===== src/rsfe_pkg.sv =====
// Package for the simplest-radical-form extractor.
// Holds the shared widths and the command/status structs between controller and datapath.
// No dependencies.
`default_nettype none

package rsfe_pkg;

    localparam int VALUE_BITS_DEF = 24;
    localparam int OUT_W          = 12;

    // Datapath commands issued by the controller.
    typedef struct packed {
        logic load;
        logic div_start;
        logic div_step;
        logic update;
        logic advance;
        logic out_load;
    } t_dp_cmd;

    // Datapath status seen by the controller.
    typedef struct packed {
        logic sq_gt_rest;
        logic rem_zero;
    } t_dp_status;

endpackage

`default_nettype wire


===== src/rsfe_datapath.sv =====
// Datapath of the simplest-radical-form extractor: value, coefficient, trial divisor,
// its square, a radix-4 restoring divider and the result registers. Uses rsfe_pkg.
`default_nettype none

module rsfe_datapath #(
    parameter int VALUE_BITS = rsfe_pkg::VALUE_BITS_DEF
) (
    input  wire logic                        i_clk,
    input  wire logic [VALUE_BITS-2:0]       i_radicand,
    input  wire rsfe_pkg::t_dp_cmd           i_cmd,
    output rsfe_pkg::t_dp_status             o_status,
    output logic      [rsfe_pkg::OUT_W-1:0]  o_outside_factor,
    output logic      [VALUE_BITS-2:0]       o_inside_factor
);
    import rsfe_pkg::*;

    localparam int RAD_W     = VALUE_BITS - 1;
    localparam int SQ_W      = VALUE_BITS;
    localparam int TRIAL_W   = VALUE_BITS / 2 + 1;
    localparam int DIV_ITERS = VALUE_BITS / 2;
    localparam int DIV_W     = 2 * DIV_ITERS;

    logic [RAD_W-1:0]   r_rest, n_rest;
    logic [OUT_W-1:0]   r_coef, n_coef;
    logic [TRIAL_W-1:0] r_trial, n_trial;
    logic [SQ_W-1:0]    r_sq, n_sq;
    logic [DIV_W-1:0]   r_quo, n_quo;
    logic [SQ_W-1:0]    r_rem, n_rem;
    logic [OUT_W-1:0]   r_out_outside;
    logic [RAD_W-1:0]   r_out_inside;

    logic [SQ_W:0]      part;
    logic [SQ_W-1:0]    rem_v;
    logic [DIV_W-1:0]   quo_v;
    logic [OUT_W-1:0]   trial_lo;

    // Two restoring quotient bits per cycle while div_step is asserted.
    always_comb begin
        part  = '0;
        rem_v = r_rem;
        quo_v = r_quo;
        for (int k = 0; k < 2; k++) begin
            part  = {rem_v, quo_v[DIV_W-1]};
            quo_v = {quo_v[DIV_W-2:0], 1'b0};
            if (part >= {1'b0, r_sq}) begin
                part     = part - {1'b0, r_sq};
                quo_v[0] = 1'b1;
            end
            rem_v = part[SQ_W-1:0];
        end
    end

    assign trial_lo = OUT_W'(r_trial);

    always_comb begin
        n_rest  = r_rest;
        n_coef  = r_coef;
        n_trial = r_trial;
        n_sq    = r_sq;
        n_quo   = r_quo;
        n_rem   = r_rem;
        if (i_cmd.load) begin
            n_rest  = i_radicand;
            n_coef  = OUT_W'(1);
            n_trial = TRIAL_W'(2);
            n_sq    = SQ_W'(4);
        end
        if (i_cmd.div_start) begin
            n_quo = DIV_W'(r_rest);
            n_rem = '0;
        end
        if (i_cmd.div_step) begin
            n_quo = quo_v;
            n_rem = rem_v;
        end
        if (i_cmd.update) begin
            // The square divided evenly: keep the same trial divisor for repeats.
            n_rest = RAD_W'(r_quo);
            n_coef = OUT_W'(r_coef * trial_lo);
        end
        if (i_cmd.advance) begin
            // (d+1)^2 = d^2 + 2d + 1
            n_trial = r_trial + TRIAL_W'(1);
            n_sq    = r_sq + SQ_W'({r_trial, 1'b1});
        end
    end

    always_ff @(posedge i_clk) begin
        r_rest  <= n_rest;
        r_coef  <= n_coef;
        r_trial <= n_trial;
        r_sq    <= n_sq;
        r_quo   <= n_quo;
        r_rem   <= n_rem;
        if (i_cmd.out_load) begin
            r_out_outside <= r_coef;
            r_out_inside  <= r_rest;
        end
    end

    assign o_status.sq_gt_rest = (r_sq > SQ_W'(r_rest));
    assign o_status.rem_zero   = (r_rem == '0);
    assign o_outside_factor    = r_out_outside;
    assign o_inside_factor     = r_out_inside;

endmodule

`default_nettype wire


===== src/rsfe_ctrl.sv =====
// Controller of the simplest-radical-form extractor: sequences trial divisions and
// owns the input and output handshakes. Uses rsfe_pkg.
`default_nettype none

module rsfe_ctrl #(
    parameter int VALUE_BITS = rsfe_pkg::VALUE_BITS_DEF
) (
    input  wire logic                 i_clk,
    input  wire logic                 i_rst_n,
    input  wire logic                 i_in_valid,
    output logic                      o_in_stall,
    output logic                      o_out_valid,
    input  wire logic                 i_out_stall,
    output rsfe_pkg::t_dp_cmd         o_cmd,
    input  wire rsfe_pkg::t_dp_status i_status
);
    import rsfe_pkg::*;

    localparam int DIV_ITERS = VALUE_BITS / 2;
    localparam int CNT_W     = $clog2(DIV_ITERS);

    localparam logic [2:0] ST_IDLE  = 3'd0;
    localparam logic [2:0] ST_CHECK = 3'd1;
    localparam logic [2:0] ST_DIV   = 3'd2;
    localparam logic [2:0] ST_EVAL  = 3'd3;
    localparam logic [2:0] ST_DONE  = 3'd4;

    logic [2:0]       r_state, n_state;
    logic [CNT_W-1:0] r_cnt, n_cnt;
    logic             r_out_valid, n_out_valid;

    always_comb begin
        n_state     = r_state;
        n_cnt       = r_cnt;
        n_out_valid = r_out_valid & i_out_stall;
        o_cmd       = '0;
        unique case (r_state)
            ST_IDLE: begin
                if (i_in_valid) begin
                    o_cmd.load = 1'b1;
                    n_state    = ST_CHECK;
                end
            end
            ST_CHECK: begin
                if (i_status.sq_gt_rest) begin
                    n_state = ST_DONE;
                end else begin
                    o_cmd.div_start = 1'b1;
                    n_cnt           = CNT_W'(DIV_ITERS - 1);
                    n_state         = ST_DIV;
                end
            end
            ST_DIV: begin
                o_cmd.div_step = 1'b1;
                n_cnt          = r_cnt - CNT_W'(1);
                if (r_cnt == '0) begin
                    n_state = ST_EVAL;
                end
            end
            ST_EVAL: begin
                if (i_status.rem_zero) begin
                    o_cmd.update = 1'b1;
                end else begin
                    o_cmd.advance = 1'b1;
                end
                n_state = ST_CHECK;
            end
            ST_DONE: begin
                // Wait here only while the previous result is still held.
                if (!r_out_valid || !i_out_stall) begin
                    o_cmd.out_load = 1'b1;
                    n_out_valid    = 1'b1;
                    n_state        = ST_IDLE;
                end
            end
            default: begin
                n_state = ST_IDLE;
            end
        endcase
    end

    always_ff @(posedge i_clk) begin
        if (!i_rst_n) begin
            r_state     <= ST_IDLE;
            r_cnt       <= '0;
            r_out_valid <= 1'b0;
        end else begin
            r_state     <= n_state;
            r_cnt       <= n_cnt;
            r_out_valid <= n_out_valid;
        end
    end

    assign o_in_stall  = (r_state != ST_IDLE);
    assign o_out_valid = r_out_valid;

endmodule

`default_nettype wire


===== src/radical_square_factor_extract.sv =====
// Simplest radical form: sqrt(n) = outside_factor * sqrt(inside_factor).
//
// Input channel: i_valid / o_stall carry i_radicand; a transaction completes on a
// rising edge with i_valid high and o_stall low. Output channel: o_valid / i_stall
// carry o_outside_factor and o_inside_factor, one result per input.
//
// Each trial divisor d is handled in order: compare d*d with the value, run the divider,
// which retires two quotient bits per cycle, and apply the result. Divisors are tried
// up to the root of what remains, and a divisor is tried again after each square
// factor it removes. Inputs 0 to 3 go from the first compare straight to the result.
//
// One item is worked on at a time; o_stall stays high from acceptance until the
// result is moved into the output register. A finished result waits there while
// i_stall is high, and the next item can be accepted meanwhile; its own result then
// waits in the datapath registers until the output register is free.
// Synchronous active-low reset returns the controller to idle and drops o_valid.
// Depends on rsfe_pkg, rsfe_ctrl and rsfe_datapath.
`default_nettype none

module radical_square_factor_extract #(
    parameter int VALUE_BITS = rsfe_pkg::VALUE_BITS_DEF
) (
    input  wire logic                        i_clk,
    input  wire logic                        i_rst_n,
    input  wire logic                        i_valid,
    output logic                             o_stall,
    input  wire logic [VALUE_BITS-2:0]       i_radicand,
    output logic                             o_valid,
    input  wire logic                        i_stall,
    output logic      [rsfe_pkg::OUT_W-1:0]  o_outside_factor,
    output logic      [VALUE_BITS-2:0]       o_inside_factor
);
    import rsfe_pkg::*;

    t_dp_cmd    cmd;
    t_dp_status status;

    rsfe_ctrl #(
        .VALUE_BITS (VALUE_BITS)
    ) u_ctrl (
        .i_clk       (i_clk),
        .i_rst_n     (i_rst_n),
        .i_in_valid  (i_valid),
        .o_in_stall  (o_stall),
        .o_out_valid (o_valid),
        .i_out_stall (i_stall),
        .o_cmd       (cmd),
        .i_status    (status)
    );

    rsfe_datapath #(
        .VALUE_BITS (VALUE_BITS)
    ) u_datapath (
        .i_clk            (i_clk),
        .i_radicand       (i_radicand),
        .i_cmd            (cmd),
        .o_status         (status),
        .o_outside_factor (o_outside_factor),
        .o_inside_factor  (o_inside_factor)
    );

    // An accepted transaction keeps the block busy for at least the next cycle.
    a_busy_after_accept: assert property (@(posedge i_clk) disable iff (!i_rst_n)
        (i_valid && !o_stall) |=> o_stall)
        else $error("block ready right after accepting a transaction");

    // Only a zero input leaves zero under the root, and then nothing was extracted.
    a_zero_inside: assert property (@(posedge i_clk) disable iff (!i_rst_n)
        o_valid |-> (o_inside_factor != '0 || o_outside_factor == OUT_W'(1)))
        else $error("zero remainder with a nontrivial coefficient");

    // Reset leaves the block idle with no pending result.
    a_reset_idle: assert property (@(posedge i_clk)
        !i_rst_n |=> (!o_valid && !o_stall))
        else $error("block not idle after reset");

endmodule

`default_nettype wire


===== config.mk =====
export PLATFORM = sky130hd
export DESIGN_NAME = radical_square_factor_extract
export DESIGN_NICKNAME = d
export VERILOG_FILES = /design/src/rsfe_pkg.sv /design/src/rsfe_datapath.sv /design/src/rsfe_ctrl.sv /design/src/radical_square_factor_extract.sv
export SDC_FILE = /design/constraint.sdc
export NUM_CORES = 1
export LEC_CHECK = 0
export ABC_AREA = 1
export BUFFER_PORTS_ARGS = -buffer_cell sky130_fd_sc_hd__buf_2
export CORE_ASPECT_RATIO = 1.75
export CORE_UTILIZATION = 64
export DETAILED_ROUTE_END_ITERATION = 8
export GPL_TIMING_DRIVEN = 0
export PLACE_DENSITY = 0.88
export SLEW_MARGIN = 20
export SYNTH_ARGS = -nofsm -noshare
export SYNTH_HDL_FRONTEND = slang
export SYNTH_HIERARCHICAL = 1
export SYNTH_SLANG_ARGS = --single-unit

===== constraint.sdc =====
create_clock -name i_clk -period 5.6 [get_ports i_clk]
set_input_delay 0.84 -clock i_clk [delete_from_list [all_inputs] [get_ports i_clk]]
set_output_delay 0.84 -clock i_clk [all_outputs]
set_load 0.005 [all_outputs]

==> impl_metrics.ini, run 1 <==
[critical_path]
worst-endpoint-required_ns = 5.87
timing.critical_path.arrival_ns = 5.57
critical_path.reg2reg.endpoint = u_datapath/r_rem[16]
worstPathMaxFanout = 10
startpoint_type = register
endpoint_kind = register
origin_of_the_critical_flop_to_flop_path = u_datapath/r_sq[23]
timing.reg2reg.setup_slack_ns = 0.30
worst_setup_path_class = reg -> reg
reg2reg_depth = 26

[finish]
most_common_cell_after_layout_fill_and_taps_aside = sky130_fd_sc_hd__nand2_1
filler_cell_count = 1623
most-common-layout-cells = 519 x sky130_fd_sc_hd__nand2_1, 312 x sky130_fd_sc_hd__inv_1, 155 x sky130_fd_sc_hd__edfxtp_1, 116 x sky130_fd_sc_hd__ha_1, 109 x sky130_fd_sc_hd__a21oi_1
layout.nets = 2058
final_cells = 2139
regArea_um2 = 4810
multi_input_gate_area_um2 = 7630
layout-area-overhead-vs-synth_pct = 9.62
layout-drive-gt1-share = 0.0875

[cts]
cts_root_buf = sky130_fd_sc_hd__clkbuf_16
tritoncts_num_sinks = 163
tritoncts = built
clock_path_buffers = 2
post_cts_resized = 0
cts.reportedPaths.clkPinSlew_ns = 0.08
cts_buffers = 17
cts.htree.levels = 4
post_cts_setup_repair_bufs = 0
cts-hold-fix-buffers = 0
clock_insertion_delay_worst_skew_ns = 0.44

[logic_synthesis]
synth_flop_cell = sky130_fd_sc_hd__edfxtp_1
yosysUniqueCellTypes = 49
count_of_flip_flops_with_a_built_in_enable_after_synthesis = 155
ys_async_sr_fraction = 0
synth.ff_latch_count = 163
yosys_warnings = 6
synth_seq_area_share = 0.349
postSynthNetCount = 1973
netlist_instances = 1788
mappedNetlistArea_um2 = 13800
syn_area_per_cell_um2 = 7.71

[sta]
fin_hold_ws_ns = 0.446
fin_tns_setup_ns = 0
layout_worst_path_cycle_share = 0.947
final.setup.worst_slack_ns = 0.296
tightestPinTransition_ns = 0.739
slew_headroom = 0.508
finalMaxSlewViolations = 0
timing.final.setup_violations = 0
finalHoldViolCount = 0
rsz0062_at_grt = false
fin_worst_skew_ns = 0.00994
achievable-frequency_mhz = 189
fin_crit_ns = 5.30

[placement]
dp_cells = 2106
io_buffers = 63
detailedPlacementHpwl_um = 34600
finalWeightedCongestion = 1.06
dp_worst_setup_slack_ns = 0.565

[detailed_routing]
met2_length_um = 21900
detail_route.drc_violations = 0
met3WireLength_um = 3520
dr_total_vias = 12900
dr_top_layer = met4
antenna_violating_nets_post_route = 0
drt_iter0_markers = 1108
detail_route.first_pass.iterations = 8
route.layer.met1.wl_um = 13100
drt-wirelength-per-cell_um = 20.9
drt_wl_total_um = 44700
vias_per_cell = 6.04

[die]
rows = 70
coreArea_um2 = 21000
floorplan.initialDensity = 0.656
pin_count = 64
dieHeight_um = 196
die_w_um = 113
die_area_um2 = 22200

[hold_path]
min_from = u_datapath/r_coef[3]
worstHoldPathType = reg -> reg
hold_path_depth = 0
worst_hold_path.endpoint = u_datapath/o_outside_factor[3]

[global_routing]
grt_first_pass_wirelength_um = 68900
gr_util_all_layers = 0.421
antenna_found_initial = 0
pin_count_of_the_biggest_net_entering_global_routing = 49
grt_remaining_overflow = 0
number_of_global_route_vias_before_repair = 13100

[power]
power.leakage_nw = 7.36
power_density_cells_nw_per_um2 = 464
max-vdd-ir-drop_mv = 0.601
total_power_mw = 7.01

[run_status]
outcome = finished, final reports clean

[run]
max_cap_violations = 0
## logic make-up after synthesis
family / share of synthesized area
AO/OA/AOI/OAI: 0.0973
XOR/XNOR: 0.0267
adder cells (fa/ha/maj): 0.166
buffers and inverters: 0.100
flip-flops: 0.349
AND/OR/NAND/NOR: 0.260
## stage by stage
| stage | util | instance area [um2] |
|---|---|---|
| after floorplan | - | 13800 |
| after global placement | 0.686 | 14400 |
| after detailed placement | 0.690 | 14500 |
| after CTS | 0.718 | 15100 |
| after global routing | 0.719 | 15100 |
| final | 0.719 | 15100 |
## cell usage after synthesis (10+ instances only)
master / instances / share of area
sky130_fd_sc_hd__a21oi_1: 109 / 0.040
sky130_fd_sc_hd__clkbuf_1: 24 / 0.0065
sky130_fd_sc_hd__edfxtp_1: 155 / 0.34
sky130_fd_sc_hd__fa_1: 42 / 0.061
sky130_fd_sc_hd__ha_1: 116 / 0.11
sky130_fd_sc_hd__inv_1: 312 / 0.085
sky130_fd_sc_hd__nand2_1: 521 / 0.14
sky130_fd_sc_hd__nand2_2: 12 / 0.0054
sky130_fd_sc_hd__nand3_1: 92 / 0.033
sky130_fd_sc_hd__nand4_1: 38 / 0.017
sky130_fd_sc_hd__nor2_1: 101 / 0.027
sky130_fd_sc_hd__nor3_1: 19 / 0.0069
sky130_fd_sc_hd__o21a_1: 10 / 0.0054
sky130_fd_sc_hd__o21ai_0: 76 / 0.028
sky130_fd_sc_hd__xnor2_1: 10 / 0.0063
sky130_fd_sc_hd__xor2_1: 32 / 0.020
## state kept, by name, indices dropped and copies added (netlist names)
register / count
u_datapath/r_quo: 24
u_datapath/o_outside_factor: 12
u_datapath/o_inside_factor: 23
u_datapath/r_trial: 13
u_ctrl/o_out_valid: 1
u_datapath/r_rem: 24
u_datapath/r_coef: 12
u_datapath/r_rest: 23
u_ctrl/r_cnt: 4
u_datapath/r_sq: 24
u_ctrl/r_state: 3
## worst max path at each step
stage                     startpoint                     to  depth (start not counted)
2_1_floorplan  u_datapath/r_trial[5]  u_datapath/r_coef[11]                         18
3_3_place_gp    u_datapath/r_coef[0]  u_datapath/r_coef[11]                         16
3_5_place_dp    u_datapath/r_coef[0]  u_datapath/r_coef[11]                         16
4_1_cts          u_datapath/r_sq[14]    u_datapath/r_quo[0]                         24
5_1_grt          u_datapath/r_sq[16]   u_datapath/r_rem[16]                         24
6_report         u_datapath/r_sq[23]   u_datapath/r_rem[16]                         26
## report_power, final
part | total [mW] | internal, mW | switching [mW]
clock network | 1.17 | 0.597 | 0.575
logic | 4.13 | 1.36 | 2.77
registers | 1.71 | 1.56 | 0.153
## critical path: stages (launching register included)
cell and delay, ns:
sky130_fd_sc_hd__edfxtp_1 0.50, sky130_fd_sc_hd__inv_1 0.40, sky130_fd_sc_hd__ha_1 0.33, sky130_fd_sc_hd__inv_1 0.13, sky130_fd_sc_hd__nor2_1 0.07, sky130_fd_sc_hd__nand2_1 0.17, sky130_fd_sc_hd__inv_1 0.06, sky130_fd_sc_hd__nand2_1 0.06
sky130_fd_sc_hd__nand2_1 0.13, sky130_fd_sc_hd__a21oi_4 0.26, sky130_fd_sc_hd__nand3_4 0.18, sky130_fd_sc_hd__buf_4 0.23, sky130_fd_sc_hd__nand2_1 0.06, sky130_fd_sc_hd__inv_1 0.04, sky130_fd_sc_hd__a21oi_1 0.22, sky130_fd_sc_hd__inv_1 0.09
sky130_fd_sc_hd__ha_1 0.34, sky130_fd_sc_hd__a21oi_1 0.36, sky130_fd_sc_hd__nand2_1 0.13, sky130_fd_sc_hd__nand2_1 0.11, sky130_fd_sc_hd__nand2_1 0.06, sky130_fd_sc_hd__nand2_1 0.09, sky130_fd_sc_hd__nand3_4 0.09, sky130_fd_sc_hd__a21oi_4 0.35
sky130_fd_sc_hd__nand4_4 0.22, sky130_fd_sc_hd__buf_6 0.23, sky130_fd_sc_hd__o21ai_2 0.20
## final cells by class
cell class | instances | area share
buffer | 39 | 0.0118
multi-input combinational | 1265 | 0.504
antenna | 1 | 0.000165
clock inverter | 15 | 0.0108
clock buffer | 17 | 0.0281
tap | 252 | 0.0209
inverter | 321 | 0.0797
sequential | 163 | 0.318
timing repair buffer | 66 | 0.0258
## per-layer routing
layer	vias up	GRT usage
met1	5877	0.362
met2	721	0.730
met4	0	0.474
met3	339	0.113
met5	-	0
li1	5982	-
Power figures use the tool's default switching activity.
==> run 2: changes to the inputs <==
- CORE_UTILIZATION: 64 -> 63
- PLACE_DENSITY: 0.88 -> 0.86
- SYNTH_HIERARCHICAL: 1 -> default
==> impl_metrics.ini, run 2 <==
[global_routing]
grt_first_pass_wirelength_um = 65800
grt_use_met2 = 0.744
grt_busiest_layer = met2
grt_remaining_overflow = 0
met3_usage = 0.0810
number_of_global_route_vias_before_repair = 13000
grt_util_met1 = 0.353
antenna_found_initial = 1
gr_util_all_layers = 0.405
pin_count_of_the_biggest_net_entering_global_routing = 52

[placement]
dp_worst_setup_slack_ns = 0.257
io_buffers = 63
dp_cells = 2060
finalWeightedCongestion = 1.07
detailedPlacementHpwl_um = 33800

[die]
floorplan.initialDensity = 0.642
dieHeight_um = 195
pin_count = 64
die_w_um = 112
coreArea_um2 = 20900
die_area_um2 = 22000
rows = 70

[run_status]
outcome = finished, final reports clean

[sta]
finalHoldViolCount = 0
fin_worst_skew_ns = 0.0105
slew_headroom = 0.387
layout_worst_path_cycle_share = 0.977
tightestPinTransition_ns = 0.914
rsz0062_at_grt = false
timing.final.setup_violations = 0
fin_crit_ns = 5.47
fin_hold_ws_ns = 0.446
final.setup.worst_slack_ns = 0.130
fin_tns_setup_ns = 0
achievable-frequency_mhz = 183
finalMaxSlewViolations = 0

[cts]
cts.reportedPaths.clkPinSlew_ns = 0.07
cts-hold-fix-buffers = 0
cts_buffers = 17
tritoncts_num_sinks = 163
tritoncts = built
post_cts_resized = 0
cts_root_buf = sky130_fd_sc_hd__clkbuf_16
clock_insertion_delay_worst_skew_ns = 0.44
clock_path_buffers = 2
cts.htree.levels = 4

[logic_synthesis]
netlist_top_cells_count = 510 x sky130_fd_sc_hd__nand2_1, 279 x sky130_fd_sc_hd__inv_1, 155 x sky130_fd_sc_hd__edfxtp_1
syn_area_per_cell_um2 = 7.72
count_of_flip_flops_with_a_built_in_enable_after_synthesis = 155
ys_async_sr_fraction = 0
synth_seq_area_share = 0.358
synth.ff_latch_count = 163
netlist_instances = 1742
yosys_warnings = 0
synth_flop_cell = sky130_fd_sc_hd__edfxtp_1
synthTopCellsByArea = sky130_fd_sc_hd__edfxtp_1 35%, sky130_fd_sc_hd__nand2_1 14%, sky130_fd_sc_hd__ha_1 11%, sky130_fd_sc_hd__inv_1 7.8%, sky130_fd_sc_hd__fa_1 6.3%
yosys.area.top_type = sky130_fd_sc_hd__edfxtp_1
mappedNetlistArea_um2 = 13400
yosysUniqueCellTypes = 39
synth.most_common_cell = sky130_fd_sc_hd__nand2_1
postSynthNetCount = 1927
synth_top_cell_area_share = 0.346

[detailed_routing]
drt-wirelength-per-cell_um = 20.4
drt_iter0_markers = 867
dr_total_vias = 12400
drt_wl_total_um = 42600
detail_route.drc_violations = 0
vias_per_cell = 5.94
detail_route.first_pass.iterations = 5
antenna_violating_nets_post_route = 0

[critical_path]
timing.critical_path.slowest_cell_delay_ns = 0.60
origin_of_the_critical_flop_to_flop_path = u_datapath.r_coef[1]
critical_path.endpoint = u_datapath.r_coef[11]
worstPathMaxFanout = 10
critical_path.reg2reg.endpoint = u_datapath.r_coef[11]
series_of_cell_instances_along_the_critical_path = clkbuf_1, nand2_1, inv_1, fa_1, fa_1, inv_1, fa_1, inv_1, fa_1, fa_1, ha_1, a21oi_1, nand3_1, xor2_1, nand3_1, nand2_1, nor2_1
startpoint_type = register
reg2reg_depth = 17
worst-endpoint-required_ns = 5.76
timing.reg2reg.setup_slack_ns = 0.13
crit_path_top_delay_cell = sky130_fd_sc_hd__fa_1
worst_setup_path_class = reg -> reg
endpoint_kind = register
worst_path_most_repeated_cell = sky130_fd_sc_hd__fa_1
startpoint = u_datapath.r_coef[1]
timing.critical_path.arrival_ns = 5.63

[run]
max_cap_violations = 0

[finish]
layout.nets = 2014
final_cells = 2094
num_antenna_cells = 0
layout-drive-gt1-share = 0.0809
most-common-layout-cells = 507 x sky130_fd_sc_hd__nand2_1, 279 x sky130_fd_sc_hd__inv_1, 155 x sky130_fd_sc_hd__edfxtp_1, 116 x sky130_fd_sc_hd__ha_1, 113 x sky130_fd_sc_hd__nor2_1
layout-area-overhead-vs-synth_pct = 9.73
most_common_cell_after_layout_fill_and_taps_aside = sky130_fd_sc_hd__nand2_1
layout.core_utilization = 0.705
layout_top_registers = u_datapath.r_quo: 24 flops, u_datapath.r_rem: 24 flops, u_datapath.r_sq: 24 flops

[power]
power.leakage_nw = 7.06
max-vdd-ir-drop_mv = 0.492
power_density_cells_nw_per_um2 = 475

[hold_path]
worstHoldPathType = reg -> reg
min_from = u_datapath.r_coef[2]
run 2: kinds of logic (layout without fill, tap and decap cells):
group,Yosys count,after routing,synth area share
adder cells (fa/ha/maj),158,158,0.170
XOR/XNOR,36,36,0.0235
buffers and inverters,323,423,0.0941
AND/OR/NAND/NOR,816,816,0.255
flip-flops,163,163,0.358
AO/OA/AOI/OAI,246,246,0.0993
run 2: critical path, delay by kind of cell (launching register included):
family	cells	cell delay, ns
adders and majority gates	6	3.06
buffers and inverters	4	0.61
and+or+nand+nor	5	0.54
AOI/OAI and AO/OA	1	0.16
xor gates and xnor gates	1	0.30
DFF	1	0.55
run 2: layer usage:
layer	routed length, um	up-vias
met4	4710	2
met5	13	-
li1	-	5866
met1	13000	5724
met2	22300	594
met3	2600	252
run 2: report_power, final:
part	internal, mW	total [mW]	switching, mW
clock	0.584	1.13	0.549
sequential	1.56	1.71	0.148
combinational	1.41	4.17	2.77
total	3.55	7.01	3.46
run 2: stage by stage:
step	power (mW)	instance area, um2
global route	7.52	14800
floorplan	4.57	13400
detailed placement	5.74	14200
finish	7.01	14800
CTS	6.88	14700
global placement	5.62	14100
run 2: layout make-up:
type / instances / area [um2]
Inverter: 283 / 1060
Buffer: 40 / 203
Clock buffer: 19 / 433
Timing Repair Buffer: 68 / 413
Fill cell: 1705 / 6180
Sequential cell: 163 / 4810
Tap cell: 252 / 315
Multi-Input combinational cell: 1256 / 7390
Clock inverter: 13 / 124
run 2: worst min-delay path by stage:
stage                                                end  slack, ns  cells after the start
after CTS                 u_datapath.o_outside_factor[2]       0.45                      0
after global routing      u_datapath.o_inside_factor[19]       0.45                      0
after global placement    u_datapath.o_outside_factor[2]       0.43                      0
after detailed placement  u_datapath.o_outside_factor[2]       0.43                      0
final                     u_datapath.o_outside_factor[2]       0.45                      0
after floorplan           u_datapath.o_outside_factor[2]       0.42                      0
run 2: repair_timing:
action | in CTS | in global routing
setup buffers | 0 | 2
endpoints found under the hold margin | 0 | 0
endpoints found under the setup margin | 0 | 1
